==> src/sv/prib_pkg.sv <==
// ============================================================================
// prib_pkg
// Shared types and constants for the predict/replay input buffer.
// ============================================================================
package prib_pkg;

    localparam int RING_DEPTH_DEF = 64;
    localparam int POS_WIDTH_DEF  = 32;
    localparam int FLD_W          = 32;
    localparam int CNT_W          = 7;

    typedef enum logic [1:0] {
        REQ_BIND      = 2'd0,
        REQ_PREDICT   = 2'd1,
        REQ_RECONCILE = 2'd2,
        REQ_UNUSED    = 2'd3
    } t_req;

endpackage

==> src/sv/prib_sat_add.sv <==
// ============================================================================
// prib_sat_add
// Saturating signed add of a 32-bit move onto a POS_WIDTH-bit position.
// ============================================================================
module prib_sat_add #(
    parameter int POS_WIDTH = prib_pkg::POS_WIDTH_DEF
) (
    input  logic signed [POS_WIDTH-1:0]        i_pos,
    input  logic signed [prib_pkg::FLD_W-1:0]  i_move,
    output logic signed [POS_WIDTH-1:0]        o_sum
);
    import prib_pkg::*;

    localparam int SW = ((POS_WIDTH > FLD_W) ? POS_WIDTH : FLD_W) + 2;

    logic signed [SW-1:0] w_sum;
    logic signed [SW-1:0] w_max;
    logic signed [SW-1:0] w_min;

    always_comb begin
        w_sum = SW'(i_pos) + SW'(i_move);
        w_max = SW'({1'b0, {(POS_WIDTH-1){1'b1}}});
        w_min = -w_max - SW'(1);
        if (w_sum > w_max) begin
            o_sum = w_max[POS_WIDTH-1:0];
        end else if (w_sum < w_min) begin
            o_sum = w_min[POS_WIDTH-1:0];
        end else begin
            o_sum = w_sum[POS_WIDTH-1:0];
        end
    end

endmodule

==> config.mk <==
export PLATFORM = sky130hd
export DESIGN_NAME = prib_sat_add
export DESIGN_NICKNAME = d
export VERILOG_FILES = /design/src/sv/prib_pkg.sv /design/src/sv/prib_sat_add.sv
export SDC_FILE = /design/constraint.sdc
export NUM_CORES = 1
export LEC_CHECK = 0
export BUFFER_PORTS_ARGS = -buffer_cell sky130_fd_sc_hd__buf_2
export CAP_MARGIN = 20
export CORE_MARGIN = 10
export CORE_UTILIZATION = 25
export DETAILED_ROUTE_END_ITERATION = 12
export PLACE_DENSITY = 0.55
export SLEW_MARGIN = 5
export SYNTH_ARGS = -nofsm -noshare
export SYNTH_HDL_FRONTEND = slang
export SYNTH_SLANG_ARGS = --single-unit
==> constraint.sdc <==
create_clock -name vclk -period 2.7
set_clock_uncertainty 0.05 [all_clocks]
set_input_delay 0.27 -clock vclk [all_inputs]
set_output_delay 0.27 -clock vclk [all_outputs]
set_load 0.02 [all_outputs]
# After elaboration in Yosys (flattened, before gate mapping)
# Cells that the tools add are included.
dict set report totals {
  register_bits 0
  in_bits 64
  out_inout_bits 32
  elab_cells 5
}
dict set report classes {
  addsub 1
  magnitude_cmp 2
  mux 2
}
# cell count
set ops {}
lappend ops {{$mux W32} 2}
lappend ops {{$add A32 B32 Y33} 1}
lappend ops {{$gt A33 B32 Y1 const B} 1}
lappend ops {{$lt A33 B32 Y1 const B} 1}

# Logic depth before layout (Yosys ltp)
dict set report logic_depth {
  ltp_word 4
  depth_mapped 12
  ltp_nobuf 11
}

# Least setup slack after synthesis
# No wires, ideal clock.
dict set report synth_timing {
  kind {input port to output port}
  startpoint {input i_pos[0]}
  endpoint {output o_sum[10]}
  arrival_time_ns 2.584
  required_time_ns 2.380
  path_slack_ns -0.204
  stages 12
  path_cell_list {ha_1 > inv_1 > fa_1 > nor2b_4 > o31a_4 > a21oi_4 > o2111ai_2 > a221oi_2 > o211a_4 > a221oi_4 > buf_6 > maj3_2}
}
dict set report synth_between {
  elab_chain_len 4
  word_cells_on_any_way 5
  cone_classes {add/sub (1); order compare (2); mux (2)}
}
# item line_no
set synth_lines {}
lappend synth_lines {{start: declaration} prib_sat_add.sv:8} ;# input logic signed [POS_WIDTH-1:0] i_pos,
lappend synth_lines {{$add A32 B32 Y33 *} prib_sat_add.sv:21} ;# w_sum = SW'(i_pos) + SW'(i_move);
lappend synth_lines {{$lt A33 B32 Y1} prib_sat_add.sv:26} ;# end else if (w_sum < w_min) begin
lappend synth_lines {{$mux W32} prib_sat_add.sv:26}
lappend synth_lines {{$mux W32 *} prib_sat_add.sv:24} ;# if (w_sum > w_max) begin
lappend synth_lines {{end: declaration} prib_sat_add.sv:10} ;# output logic signed [POS_WIDTH-1:0] o_sum
# Mark *: on every way between the ends. The rest lies on a longest branch, timed or not.

# Final worst setup path
dict set report layout_timing {
  startpoint {input i_move[0] (netlist bit)}
  endpoint {output o_sum[26]}
}
dict set report layout_between {
  elab_chain_len 4
  word_cells_on_any_way 5
  cone_classes {add/sub (1); order compare (2); mux (2)}
}
# item line_no
set layout_lines {}
lappend layout_lines {{start: declaration} prib_sat_add.sv:9} ;# input logic signed [prib_pkg::FLD_W-1:0] i_move,
lappend layout_lines {{$add A32 B32 Y33 *} prib_sat_add.sv:21}
lappend layout_lines {{$lt A33 B32 Y1} prib_sat_add.sv:26}
lappend layout_lines {{$mux W32} prib_sat_add.sv:26}
lappend layout_lines {{$mux W32 *} prib_sat_add.sv:24}
# Marks and branches as above.

==> impl_metrics.yaml <==
cells_and_area:
  final_cell_mix: "90 x buf_4, 63 x buf_2, 36 x buf_6, 31 x maj3_2, 31 x ha_1"
  layout.sequential_cells: 0
  drive_gt1_frac: 0.530
  nFillCells: 911
  fin_area_mm2: 0.00381
  ff_latch_area_um2: 0
  diodes: 0
  final_common_cell: "buf_4"
  area_delta_synth_final_pct: 68.8
  num-nets-final: 567
  clkbuf_count: 0
pwr:
  p_per_area_mw_per_mm2: 418
  p_int_mw: 0.825
  p_switching_mw: 0.767
  power_mw: 1.59
  worst_ir_drop_vdd_v: 0.000254
  power.share.switching: 0.482
  leakage_nw: 1.84
  sequentialPowerShare: 0
  pwr-share-comb: 1.000
  power_frac_clock: 0
timing:
  rsz0062_at_grt: "yes"
  finalMaxSlewViolations: 0
  setup-violations-final: 32
  fin_setup_tns_ns: -11.51
  timing.final.ws_setup_ns: -0.406
  fmax_mhz: 322
  min_period_ns: 3.11
  hold_violations: 0
  maxSlewHeadroom: 0.658
  fin_crit_sh: 1.15
  tightest_slew_ns: 0.501
floorplanning:
  fp.dieW_um: 115
  die_h_um: 115
  coreArea_mm2: 0.00876
  die_area_mm2: 0.0132
  start_util: 0.258
  boundaryPins: 96
  row_count: 34
worst_setup_path:
  critical_path.top_delay_family: "compound AO/OA/AOI/OAI gates"
  required_ns: 2.38
  crit_cells: 15
  critPathMaxFanout: 7
  critPathLaunchType: "input port"
  slowest_stage: "a221oi_2"
  arrival_ns: 2.79
  cpMostUsedCell: "buf_6"
  path_buf_inv: 5
  worst_setup_path_end_kind: "primary output"
  critPathKind: "in -> out"
  path_cells: "buf_6, ha_4, inv_2, fa_2, nor2b_4, o31a_4, a21oi_4, o2111ai_2, a221oi_2, o211a_4, a221oi_4, buf_6, buf_8, maj3_2, buf_6"
  worst_path_largest_cell_delay_ns: 0.33
  endpoint: "o_sum[26]"
  crit_start: "i_move[0]"
logic_synthesis:
  synth.distinct_cells: 56
  avgSynthCellArea_um2: 7.68
  yosysWarnings: 0
  synth_nets: 391
  syn-cell-area_mm2: 0.00226
  seq_area_frac_synth: 0
  synth_cells: 294
grt:
  grt_max_degree: 19
  grt-ovfl-total: 0
  grt_usage: 0.119
  grt_pass1_vias: 2937
  antenna_found_initial: 0
  grt_pass1_wl_um: 13700
detailed_routing:
  drt_first_iter_violations: 57
  routed_wl_um: 8440
  dr.pass1.iters: 4
  num_vias: 2783
  avgRoutedWirePerCell_um: 14.6
  final_antenna_net_count: 0
  vias_per_cell: 4.83
  remaining_drc_errors: 0
place:
  hpwlAfterDp_um: 7130
  postPlaceCellArea_mm2: 0.00346
  dpl_worst_slack_ns: -0.529
  portBuffers: 96
  gp_congestion: 0.839
run_status:
  violations: "setup timing"
  status: "complete, but fails checks"
flow_run:
  max_cap_viol_count: 0
hold_path:
  holdCritPathClass: "in -> out"
==> power by group through the flow <==
stage          registers [mW]  logic, mW  clock network [mW]
5_1_grt                     0       1.73                   0
6_report                    0       1.59                   0
3_5_place_dp                0       1.32                   0
4_1_cts                     0       1.58                   0
3_3_place_gp                0       1.31                   0
2_1_floorplan               0      0.840                   0
==> cells in the mapped netlist, drive strengths merged, types with 5 or more instances <==
cell / number / share of area
inv: 11 / 0.018
xor2: 10 / 0.039
a21oi: 29 / 0.069
o21ai: 22 / 0.049
xnor2: 16 / 0.062
nand3: 8 / 0.018
a21o: 14 / 0.047
clkbuf: 5 / 0.0083
nor2: 12 / 0.020
ha: 32 / 0.18
a31oi: 6 / 0.019
maj3: 31 / 0.15
nand2: 21 / 0.035
buf: 13 / 0.038
nor3: 5 / 0.011
==> stage by stage <==
| stage | utilization | hold WS [ns] | cells |
|---|---|---|---|
| floorplan | - | 0.819 | 294 |
| global placement | 0.394 | 1.02 | 567 |
| detailed placement | 0.394 | 1.02 | 567 |
| CTS | 0.427 | 0.962 | 573 |
| global route | 0.435 | 0.974 | 576 |
| finish | 0.435 | 0.961 | 576 |
==> final cells by class <==
cell class | instances | area (um^2) | share of cell area
inverters | 11 | 41.3 | 0.0108
multi-input cells | 265 | 2190 | 0.574
well taps | 108 | 135 | 0.0354
repair buffers | 192 | 1450 | 0.379
==> worst min-delay path by stage <==
stage,from,end,slack (ns),cells past startpoint
5_1_grt,i_pos[0],o_sum[0],0.97,4
4_1_cts,i_pos[0],o_sum[0],0.96,4
3_3_place_gp,i_move[0],o_sum[0],1.02,4
2_1_floorplan,i_move[0],o_sum[0],0.82,2
3_5_place_dp,i_move[0],o_sum[0],1.02,4
6_report,i_pos[0],o_sum[0],0.96,4
==> logic make-up (layout without fill, tap and decap cells) <==
family / after synthesis / count (layout) / share of synthesized area
AO/OA/AOI/OAI: 102 / 102 / 0.326
XOR/XNOR: 26 / 26 / 0.101
AND/OR/NAND/NOR: 73 / 73 / 0.168
adder cells (fa/ha/maj): 64 / 64 / 0.340
buffers and inverters: 29 / 203 / 0.0648
==> layer usage <==
layer / global-route usage / vias up / routed length (um)
li1: - / 1460 / -
met5: 0 / - / 0
met1: 0.144 / 1252 / 3590
met3: 0.0224 / 4 / 517
met2: 0.218 / 67 / 4300
met4: 0.00908 / 0 / 36
==> what timing repair did <==
item,in CTS,in global routing
hold endpoints to repair,0,0
resized for setup,76,9
gates cloned,1,0
endpoints found under the setup margin,32,32
pin swaps,14,13
hold buffers,0,0
buffers inserted,11,4
No activity file was read; power rests on OpenSTA's default activity.
